--- config.mk ---
export PLATFORM = sky130hd
export DESIGN_NAME = tsvs_ram
export DESIGN_NICKNAME = d
export VERILOG_FILES = /design/src/rtl/tsvs_ram.sv
export SDC_FILE = /design/constraint.sdc
export NUM_CORES = 1
export LEC_CHECK = 0
export BUFFER_PORTS_ARGS = -buffer_cell sky130_fd_sc_hd__buf_2
export CAP_MARGIN = 15
export CORE_MARGIN = 3
export CORE_UTILIZATION = 60
export CTS_CLUSTER_DIAMETER = 60
export CTS_CLUSTER_SIZE = 28
export DETAILED_ROUTE_END_ITERATION = 8
export PLACE_DENSITY = 0.74
export SKIP_LAST_GASP = 1
export SYNTH_ARGS = -nofsm -noshare
export SYNTH_HDL_FRONTEND = slang
export SYNTH_SLANG_ARGS = --single-unit
--- constraint.sdc ---
create_clock -name i_clk -period 4.3 [get_ports i_clk]
set_input_delay 0.43 -clock i_clk [delete_from_list [all_inputs] [get_ports i_clk]]
set_output_delay 0.43 -clock i_clk [all_outputs]
set_load 0.02 [all_outputs]
--- src/rtl/tsvs_ram.sv ---
// ----------------------------------------------------------------------------
// tsvs_ram
// Generic single write port, single read port RAM with registered read.
// ----------------------------------------------------------------------------
module tsvs_ram #(
    parameter int WIDTH = 8,
    parameter int DEPTH = 16
) (
    input  logic                     i_clk,
    input  logic                     i_we,
    input  logic [$clog2(DEPTH)-1:0] i_waddr,
    input  logic [WIDTH-1:0]         i_wdata,
    input  logic [$clog2(DEPTH)-1:0] i_raddr,
    output logic [WIDTH-1:0]         o_rdata
);

    logic [WIDTH-1:0] r_mem [DEPTH];
    logic [WIDTH-1:0] r_rdata;

    always_ff @(posedge i_clk) begin
        if (i_we) begin
            r_mem[i_waddr] <= i_wdata;
        end
        r_rdata <= r_mem[i_raddr];
    end

    assign o_rdata = r_rdata;

endmodule

==> results of run 1 <==
-- path summary, 6_finish.rpt --
path / endpoint / cells after the start / from / slack (ns)
worst max-delay path: o_rdata[0] / 4 / i_raddr[0] / 2.41
worst min register to register: o_rdata[3] / 3 / r_mem[7][3] / 0.68
worst max register to register: o_rdata[0] / 3 / r_mem[2][0] / 2.92
worst min-delay path: r_mem[6][3] / 1 / i_wdata[3] / 0.31
-- cells in the mapped netlist, drive strengths merged --
master / instances
a22oi: 16
and2: 1
and2b: 1
buf: 7
clkdlybuf4s25: 3
dfxtp: 8
edfxtp: 128
mux4: 32
nand2: 9
nand2b: 2
nand3: 1
nand3b: 2
nor2: 13
nor2b: 1
nor3: 4
or3b: 1
-- cells by family (layout without fill, tap and decap cells) --
family / Yosys count / in the layout / share of synthesized area [%]
mux: 32 / 32 / 15.0
flops: 136 / 136 / 77.8
compound gates: 16 / 16 / 2.33
buf+inv: 10 / 61 / 1.68
simple gates: 35 / 35 / 3.18
-- per-layer routing --
layer  up-vias  wire (um)  global-route usage [%]
met5         -          0                       0
met4         0        159                    9.24
met3        12        658                    4.74
met2       104       4850                    32.4
met1      1225       4060                    32.2
li1       1048          -                       -
-- metrics by stage --
stage / power, W / setup slack (ns) / std cells / hold slack [ns] / instance area [um^2]
finish: 0.00313 / 2.41 / 385 / 0.311 / 5970
CTS: 0.00314 / 2.35 / 385 / 0.295 / 5970
global route: 0.00322 / 2.30 / 385 / 0.313 / 5970
global placement: 0.00165 / 1.81 / 352 / 0.649 / 5340
floorplan: 0.00160 / 2.38 / 229 / 0.529 / 5150
detailed placement: 0.00166 / 1.84 / 353 / 0.666 / 5350
-- where the power goes --
part / switching [W] / leakage (nW) / internal, W
Combinational: 0.0000833 / 0.492 / 0.0000535
Sequential: 0.0000102 / 1.22 / 0.00148
Clock: 0.000538 / 0.286 / 0.000959
-- worst register-to-register path, stage by stage (launching register included) --
cell,delay [ns]
edfxtp_1,0.37
mux4_1,0.50
a22oi_1,0.27
nand2_1,0.12
-- area by class of cell --
class                           instances  area share, %
Sequential cell                       136           67.0
Multi-Input combinational cell         83           17.7
Clock buffer                           18           7.17
Clock inverter                         14           3.29
Timing Repair Buffer                   29           2.60
Tap cell                              105           2.20
-- registers in the layout, indices dropped and copies added, names as in the netlist --
signal	cells
r_mem	128
o_rdata	8
==> impl_metrics.json, run 1 <==
{
  "status": "complete, no violations",
  "final_common_cell": "edfxtp_1",
  "dieWidth_um": 98.6,
  "num_antenna_cells": 0,
  "clockBufferDepth": 2,
  "die_y_um": 98.6,
  "synthCells": 229,
  "cts_resized": 0,
  "hold_viol_final": 0,
  "postCtsSetupBuffers": 0,
  "tns_ns": 0,
  "end_kind": "flip-flop",
  "drc": 0,
  "dp_hpwl_mm": 5.93,
  "vdd_ir_drop_max_mv": 0.290,
  "fin_worst_skew_ns": 0.00461,
  "grt_max_degree": 33,
  "critPathSlowestCell": "buf_2",
  "clk_pin_slew_ns": 0.06,
  "clkSinkCount": 136,
  "cts_tree": "yes",
  "nFillCells": 478,
  "worstMarginPinSlew_ns": 1.04,
  "drive_gt1_share_pct": 28.6,
  "synth_area_leaders": "edfxtp_1 75%, mux4_2 7.9%, mux4_1 7.1%",
  "syn2layout_area_growth_pct": 16.0,
  "drt_iter0_drc": 244,
  "path_cells": "buf_2 > mux4_1 > a22oi_1 > nand2_1",
  "grt_first_pass_wirelength_mm": 15.0,
  "finalSetupViolCount": 0,
  "dieArea_mm2": 0.00973,
  "drt_wl_total_mm": 9.72,
  "grt_pass1_vias": 2522,
  "start_util_pct": 62.3,
  "cp_top_family": "buffers and inverters",
  "yosys.area.top_type": "edfxtp_1",
  "antenna_found_initial": 0,
  "power_density_mw_per_mm2": 524,
  "maxCapViolations": 0,
  "viasPerCell": 6.21,
  "nets": 285,
  "io_buffers": 25,
  "numCtsBuffers": 17,
  "place_congestion": 0.748,
  "critPathKind": "in2reg",
  "hp-class": "in2reg",
  "ant_nets": 0,
  "synth_cell_types": 19,
  "drv_slew": 0,
  "regArea_mm2": 0.00400,
  "rows": 33,
  "start_kind": "input pin",
  "period_share_pct": 44.0,
  "min_period_ns": 1.89,
  "slew_headroom_pct": 30.7,
  "cts_hold_buf": 0,
  "final_util_pct": 72.3,
  "core_mm2": 0.00826,
  "critPathRequiredTime_ns": 4.68,
  "h-tree-depth": 4,
  "grt_remaining_overflow": 0,
  "crit_buf_inv": 1,
  "wl_per_cell_um": 25.3,
  "syn_avg_cell_area_um2": 22.5,
  "crit_fanout": 32,
  "yosysSeqAreaShare_pct": 77.8,
  "multi_input_area_mm2": 0.00106,
  "yosys.area.top_type_share_pct": 74.7,
  "synthesis.area_mm2": 0.00515,
  "max_stage_delay_ns": 0.77,
  "dr_total_vias": 2389,
  "rsz0062_at_grt": "false",
  "firstDrtPassIters": 4,
  "arrival_ns": 2.27,
  "cts_root_buf": "clkbuf_8",
  "ios": 26,
  "ys_warn_count": 0,
  "track_usage_pct": 21.9,
  "ys_seq_elements": 136,
  "layout_common_cells": "128 x edfxtp_1, 25 x buf_2, 18 x mux4_2",
  "p_leak_nw": 2.00,
  "syn-num-nets": 247,
  "clock_latency_ns": 0.51,
  "fmaxAchievable_mhz": 529
}
(Power assumes the default switching activity.)
==> inputs of run 2 (changes only) <==
--- a/config.mk
+++ b/config.mk
@@ -5,6 +5,7 @@
 export SDC_FILE = /design/constraint.sdc
 export NUM_CORES = 1
 export LEC_CHECK = 0
+export ABC_AREA = 1
 export BUFFER_PORTS_ARGS = -buffer_cell sky130_fd_sc_hd__buf_2
 export CAP_MARGIN = 15
 export CORE_MARGIN = 3
==> constraint.sdc (replaced) <==
create_clock -name i_clk -period 1.9 [get_ports i_clk]
set_input_delay 0.19 -clock i_clk [delete_from_list [all_inputs] [get_ports i_clk]]
set_output_delay 0.19 -clock i_clk [all_outputs]
set_load 0.02 [all_outputs]
==> run 2 against run 1 <==
Flip-flop and latch count stayed put; setup slack got worse by 1.8 ns; critical path depth is 3 lower; synthesized area is 12% higher; critical endpoint is now o_rdata[2]; via count up 65%; die area up 11%; register-to-register slack got worse by 2.1 ns; routed wire length grew 34%; synthesized cell count up 140%; sequential power rose by 130%; combinational power rose to 3.1 times the previous value; largest cell class unchanged; total power rose by 120%.
==> impl_metrics.json, run 2 <==
{
  "status": "complete, no violations",
  "period_share_pct": 65.4,
  "synthesis.area_mm2": 0.00577,
  "timing.hold.ws_ns": 0.0208,
  "h-tree-depth": 4,
  "postCtsSetupBuffers": 0,
  "wl_per_cell_um": 17.9,
  "antenna_found_initial": 0,
  "firstDrtPassIters": 7,
  "critPathSlowestCell": "dfxtp_1",
  "syn_avg_cell_area_um2": 10.5,
  "drc": 0,
  "io_buffers": 25,
  "hold_viol_final": 0,
  "fin_area_mm2": 0.00658,
  "synth_area_leaders": "edfxtp_1 67%, nand2_1 11%, nand3_1 8.4%",
  "critPathKind": "reg2out",
  "ys_warn_count": 0,
  "yosysSeqAreaShare_pct": 69.4,
  "dr_total_vias": 3950,
  "grt_max_degree": 55,
  "rows": 35,
  "dp_hpwl_mm": 7.79,
  "cts_tree": "yes",
  "p_leak_nw": 2.85,
  "min_period_ns": 1.24,
  "cts_hold_buf": 0,
  "hp-class": "in2reg",
  "synthCells": 551,
  "yosys.area.top_type_share_pct": 66.7,
  "ys_async_sr_fraction_pct": 0,
  "syn2layout_area_growth_pct": 14.0,
  "top_register": "r_mem",
  "die_y_um": 104,
  "drt_wl_total_mm": 13.0,
  "path_cells": "buf_2",
  "yosys.area.top_type": "edfxtp_1",
  "vdd_ir_drop_max_mv": 0.626,
  "ys_seq_elements": 136,
  "arrival_ns": 1.05,
  "synth_cell_types": 12,
  "worstMarginPinSlew_ns": 0.863,
  "clock_latency_ns": 0.52,
  "cts_resized": 0,
  "total_power_w": 0.00680,
  "fmaxAchievable_mhz": 804,
  "drv_slew": 0,
  "layout_common_cells": "173 x nand2_1, 128 x edfxtp_1, 100 x inv_1",
  "place_area_mm2": 0.00603,
  "synth_ff_type": "edfxtp_1",
  "place_congestion": 0.862,
  "ant_nets": 0,
  "fin_worst_skew_ns": 0.00946,
  "clkSinkCount": 136,
  "final_common_cell": "nand2_1",
  "largest_reg_flops": 128,
  "start_kind": "flip-flop",
  "slew_headroom_pct": 42.3,
  "ys_top_cells_by_count": "173 x nand2_1, 128 x edfxtp_1, 100 x inv_1",
  "crit_buf_inv": 1,
  "end_kind": "output port",
  "critPathRequiredTime_ns": 1.71,
  "dieArea_mm2": 0.0108,
  "num_antenna_cells": 0,
  "finalSetupViolCount": 0,
  "clk_pin_slew_ns": 0.06,
  "core_mm2": 0.00928,
  "max_stage_delay_ns": 0.35,
  "dieWidth_um": 104,
  "ios": 26,
  "power_density_mw_per_mm2": 1030,
  "rsz0062_at_grt": "false",
  "cp_top_family": "flip-flops",
  "clockBufferDepth": 2,
  "grt_remaining_overflow": 0,
  "grt_first_pass_wirelength_mm": 20.6,
  "drive_gt1_share_pct": 12.0,
  "grt_pass1_vias": 3904,
  "yosysMostFrequentCell": "nand2_1",
  "numCtsBuffers": 17,
  "track_usage_pct": 25.3,
  "synth_edf_count": 128,
  "maxCapViolations": 0,
  "drt_iter0_drc": 485,
  "viasPerCell": 5.42,
  "syn-num-nets": 569,
  "nets": 605,
  "tns_ns": 0,
  "crit_fanout": 1,
  "cts_root_buf": "clkbuf_8",
  "start_util_pct": 62.1
}
[run 2: cell type report]
| cell class | instances | area [um^2] |
|---|---|---|
| Timing Repair Buffer | 41 | 270 |
| Fill cell | 647 | 2710 |
| Sequential cell | 136 | 4000 |
| Multi-Input combinational cell | 289 | 1210 |
| Inverter | 102 | 383 |
| Clock inverter | 14 | 126 |
| Tap cell | 129 | 161 |
| Clock buffer | 18 | 418 |
[run 2: through the flow]
step                      std cells  utilization, %  setup slack (ns)
final                           729            70.8             0.656
after global routing            729            70.8             0.604
after CTS                       729            70.8             0.644
after detailed placement        697            65.0             0.312
after global placement          697            65.0             0.365
after floorplan                 551               -             0.759
[run 2: metal layers]
metal / up-vias / global-route usage [%] / wire, um / part of all wire (%)
li1: 1848 / - / - / -
met1: 1881 / 35.3 / 5480 / 42
met3: 29 / 6.89 / 1170 / 8.9
met5: - / 0 / 0 / 0
met4: 0 / 10.4 / 296 / 2.3
met2: 192 / 38.2 / 6110 / 47
[run 2: worst paths after layout]
kind | from | to | slack (ns) | cells past startpoint
max | o_rdata[2] | o_rdata[2] | 0.66 | 1
min | i_raddr[3] | o_rdata[3] | 0.02 | 3
max reg2reg | r_mem[11][4] | o_rdata[4] | 0.84 | 6
min reg2reg | r_mem[2][6] | o_rdata[6] | 0.68 | 6
[run 2: kinds of logic (layout without fill, tap and decap cells)]
kind of cell  count (synthesis)  count (layout)  synth area share (%)
simple gates                289             289                  21.0
buf+inv                     126             175                  9.52
flops                       136             136                  69.4
[run 2: power breakdown]
| part | internal, W | switching [W] | leakage, nW |
|---|---|---|---|
| clock | 0.00174 | 0.00126 | 0.245 |
| combinational | 0.000119 | 0.000306 | 1.38 |
| sequential | 0.00335 | 0.0000215 | 1.22 |
| total | 0.00521 | 0.00159 | 2.85 |
==> inputs of run 3 (changes only) <==
--- a/config.mk
+++ b/config.mk
@@ -5,15 +5,15 @@
 export SDC_FILE = /design/constraint.sdc
 export NUM_CORES = 1
 export LEC_CHECK = 0
-export ABC_AREA = 1
+export ABC_AREA = 0
 export BUFFER_PORTS_ARGS = -buffer_cell sky130_fd_sc_hd__buf_2
 export CAP_MARGIN = 15
 export CORE_MARGIN = 3
-export CORE_UTILIZATION = 60
+export CORE_UTILIZATION = 54
 export CTS_CLUSTER_DIAMETER = 60
 export CTS_CLUSTER_SIZE = 28
 export DETAILED_ROUTE_END_ITERATION = 8
-export PLACE_DENSITY = 0.74
+export PLACE_DENSITY = 0.7
 export SKIP_LAST_GASP = 1
 export SYNTH_ARGS = -nofsm -noshare
 export SYNTH_HDL_FRONTEND = slang
==> constraint.sdc (replaced) <==
create_clock -name i_clk -period 1.1 [get_ports i_clk]
set_input_delay 0.11 -clock i_clk [delete_from_list [all_inputs] [get_ports i_clk]]
set_output_delay 0.11 -clock i_clk [all_outputs]
set_load 0.02 [all_outputs]
==> run 3 against run 2 <==
The flow now finishes with violations (setup timing); via count fell by 36%; utilization rose by 1.3 points; clock-buffer cell count rose by 1; first-iteration DRC count fell by 71%; die area fell by 0.77%; clock skew barely moved; total power rose by 77%; clock power rose by 80%; hold slack improved by 0.052 ns; sequential power rose by 73%; final cell count fell by 39%; global-route usage fell by 5.1 points.
==> impl_metrics.json, run 3 (synthesis gave the netlist of run 1 again) <==
{
  "status": "finished with violations",
  "failed_checks": "setup timing",
  "final_util_pct": 72.1,
  "io_buffers": 25,
  "clock_latency_ns": 0.52,
  "drv_slew": 0,
  "h-tree-depth": 4,
  "clkSinkCount": 136,
  "num_antenna_cells": 0,
  "clk_pin_slew_ns": 0.06,
  "critPathKind": "reg2reg",
  "tns_ns": -1.27,
  "critPathRequiredTime_ns": 1.49,
  "ios": 26,
  "grt_max_degree": 17,
  "dieWidth_um": 104,
  "firstDrtPassIters": 4,
  "grt_pass1_vias": 2723,
  "switching_share_pct": 21.1,
  "largest_reg_flops": 128,
  "slew_headroom_pct": 44.0,
  "maxCapViolations": 0,
  "grt_remaining_overflow": 0,
  "nets": 327,
  "postCtsSetupBuffers": 0,
  "timing.hold.ws_ns": 0.0727,
  "fmaxAchievable_mhz": 768,
  "power_density_mw_per_mm2": 1860,
  "pwr-share-seq_pct": 48.7,
  "arrival_ns": 1.69,
  "drt_iter0_drc": 140,
  "numCtsBuffers": 17,
  "hp-class": "in2reg",
  "top_register": "r_mem",
  "min-delay-start": "i_raddr[1]",
  "p_int_w": 0.00948,
  "rows": 34,
  "drc": 0,
  "dp_hpwl_mm": 6.70,
  "finalSetupViolCount": 9,
  "rrSetupSlack_ns": -0.20,
  "cts_root_buf": "clkbuf_8",
  "core_mm2": 0.00898,
  "layout_common_cells": "128 x edfxtp_1, 32 x mux4_2, 31 x buf_4",
  "startpoint": "r_mem[8][4]",
  "start_kind": "flip-flop",
  "worstMarginPinSlew_ns": 0.838,
  "p_leak_nw": 2.19,
  "power_switching_w": 0.00253,
  "hold_viol_final": 0,
  "p_comb_share_pct": 6.3,
  "track_usage_pct": 20.2,
  "place_congestion": 0.759,
  "nFillCells": 533,
  "pwr-share-clk_pct": 45.0,
  "drt_wl_total_mm": 10.0,
  "wl_per_cell_um": 22.4,
  "placed_cells": 408,
  "syn2layout_area_growth_pct": 25.7,
  "fin_area_mm2": 0.00647,
  "r2r-start": "r_mem[8][4]",
  "ant_nets": 0,
  "antenna_found_initial": 0,
  "viasPerCell": 5.61,
  "period_share_pct": 118,
  "setup_ws_ns": -0.202,
  "fin_worst_skew_ns": 0.00992,
  "end_kind": "flip-flop",
  "vdd_ir_drop_max_mv": 1.46,
  "start_util_pct": 57.3,
  "die_y_um": 104,
  "final_common_cell": "edfxtp_1",
  "min_period_ns": 1.30,
  "final_cells": 448,
  "clockBufferDepth": 2,
  "rsz0062_at_grt": "true",
  "grt_first_pass_wirelength_mm": 15.7,
  "place_area_mm2": 0.00573,
  "dr_total_vias": 2512,
  "crit_fanout": 1,
  "cts_tree": "yes",
  "drive_gt1_share_pct": 45.7,
  "dieArea_mm2": 0.0107
}
run 3: changes by cell type in the layout (fill, tap and decap cells not counted), sizes merged, moves of 4 or more:
cell | previous run | this run
nand2 | 173 | 9
buf | 41 | 63
nor2 | 17 | 13
nand3 | 97 | 1
inv | 104 | 5
nor3 | 0 | 4
dlygate4sd3 | 0 | 8
a22oi | 0 | 16
mux4 | 0 | 32
run 3: metrics by stage:
| stage | setup WS [ns] | total power, W |
|---|---|---|
| 2_1_floorplan | -0.143 | 0.00630 |
| 3_3_place_gp | -0.417 | 0.00660 |
| 3_5_place_dp | -0.460 | 0.00662 |
| 4_1_cts | -0.190 | 0.0121 |
| 5_1_grt | -0.263 | 0.0124 |
| 6_report | -0.202 | 0.0120 |
run 3: critical path, stage by stage, from the launching register on:
cell and delay [ns]:
edfxtp_1 0.41, mux4_2 0.50, a22oi_2 0.18, nand2_1 0.08
run 3: repair_timing:
| action | CTS | global route |
|---|---|---|
| pin swaps | 2 | 1 |
| hold buffers | 8 | 0 |
| endpoints found under the hold margin | 128 | 0 |
| gates resized for setup | 21 | 7 |
| setup endpoints to repair | 14 | 14 |
run 3: cell type report:
cell class / count / area [um^2] / share of cell area (%)
sequential: 136 / 4010 / 62.0
multi-input combinational: 83 / 1090 / 16.9
timing repair buffer: 71 / 637 / 9.84
clock buffer: 19 / 432 / 6.67
tap: 126 / 158 / 2.44
clock inverter: 13 / 144 / 2.22
run 3: routing by layer:
metal / global-route usage, % / vias to the layer above / wire length [um] / share of wire, %
li1: - / 1124 / - / -
met1: 27.1 / 1309 / 4200 / 42
met2: 32.8 / 69 / 5340 / 53
met3: 4.85 / 10 / 393 / 3.9
met4: 7.31 / 0 / 112 / 1.1
met5: 0 / - / 0 / 0
run 3: power groups by stage:
stage / sequential, W / combinational [W] / clock [W]
2_1_floorplan: 0.00597 / 0.000331 / 0
3_3_place_gp: 0.00593 / 0.000664 / 0
3_5_place_dp: 0.00594 / 0.000683 / 0
4_1_cts: 0.00584 / 0.000752 / 0.00546
5_1_grt: 0.00585 / 0.000808 / 0.00571
6_report: 0.00585 / 0.000754 / 0.00541
run 3: path summary, 6_finish.rpt:
kind / endpoint / cells after the start
min reg2reg: o_rdata[6] / 3
max: o_rdata[4] / 3
min: o_rdata[7] / 4
max reg2reg: o_rdata[4] / 3
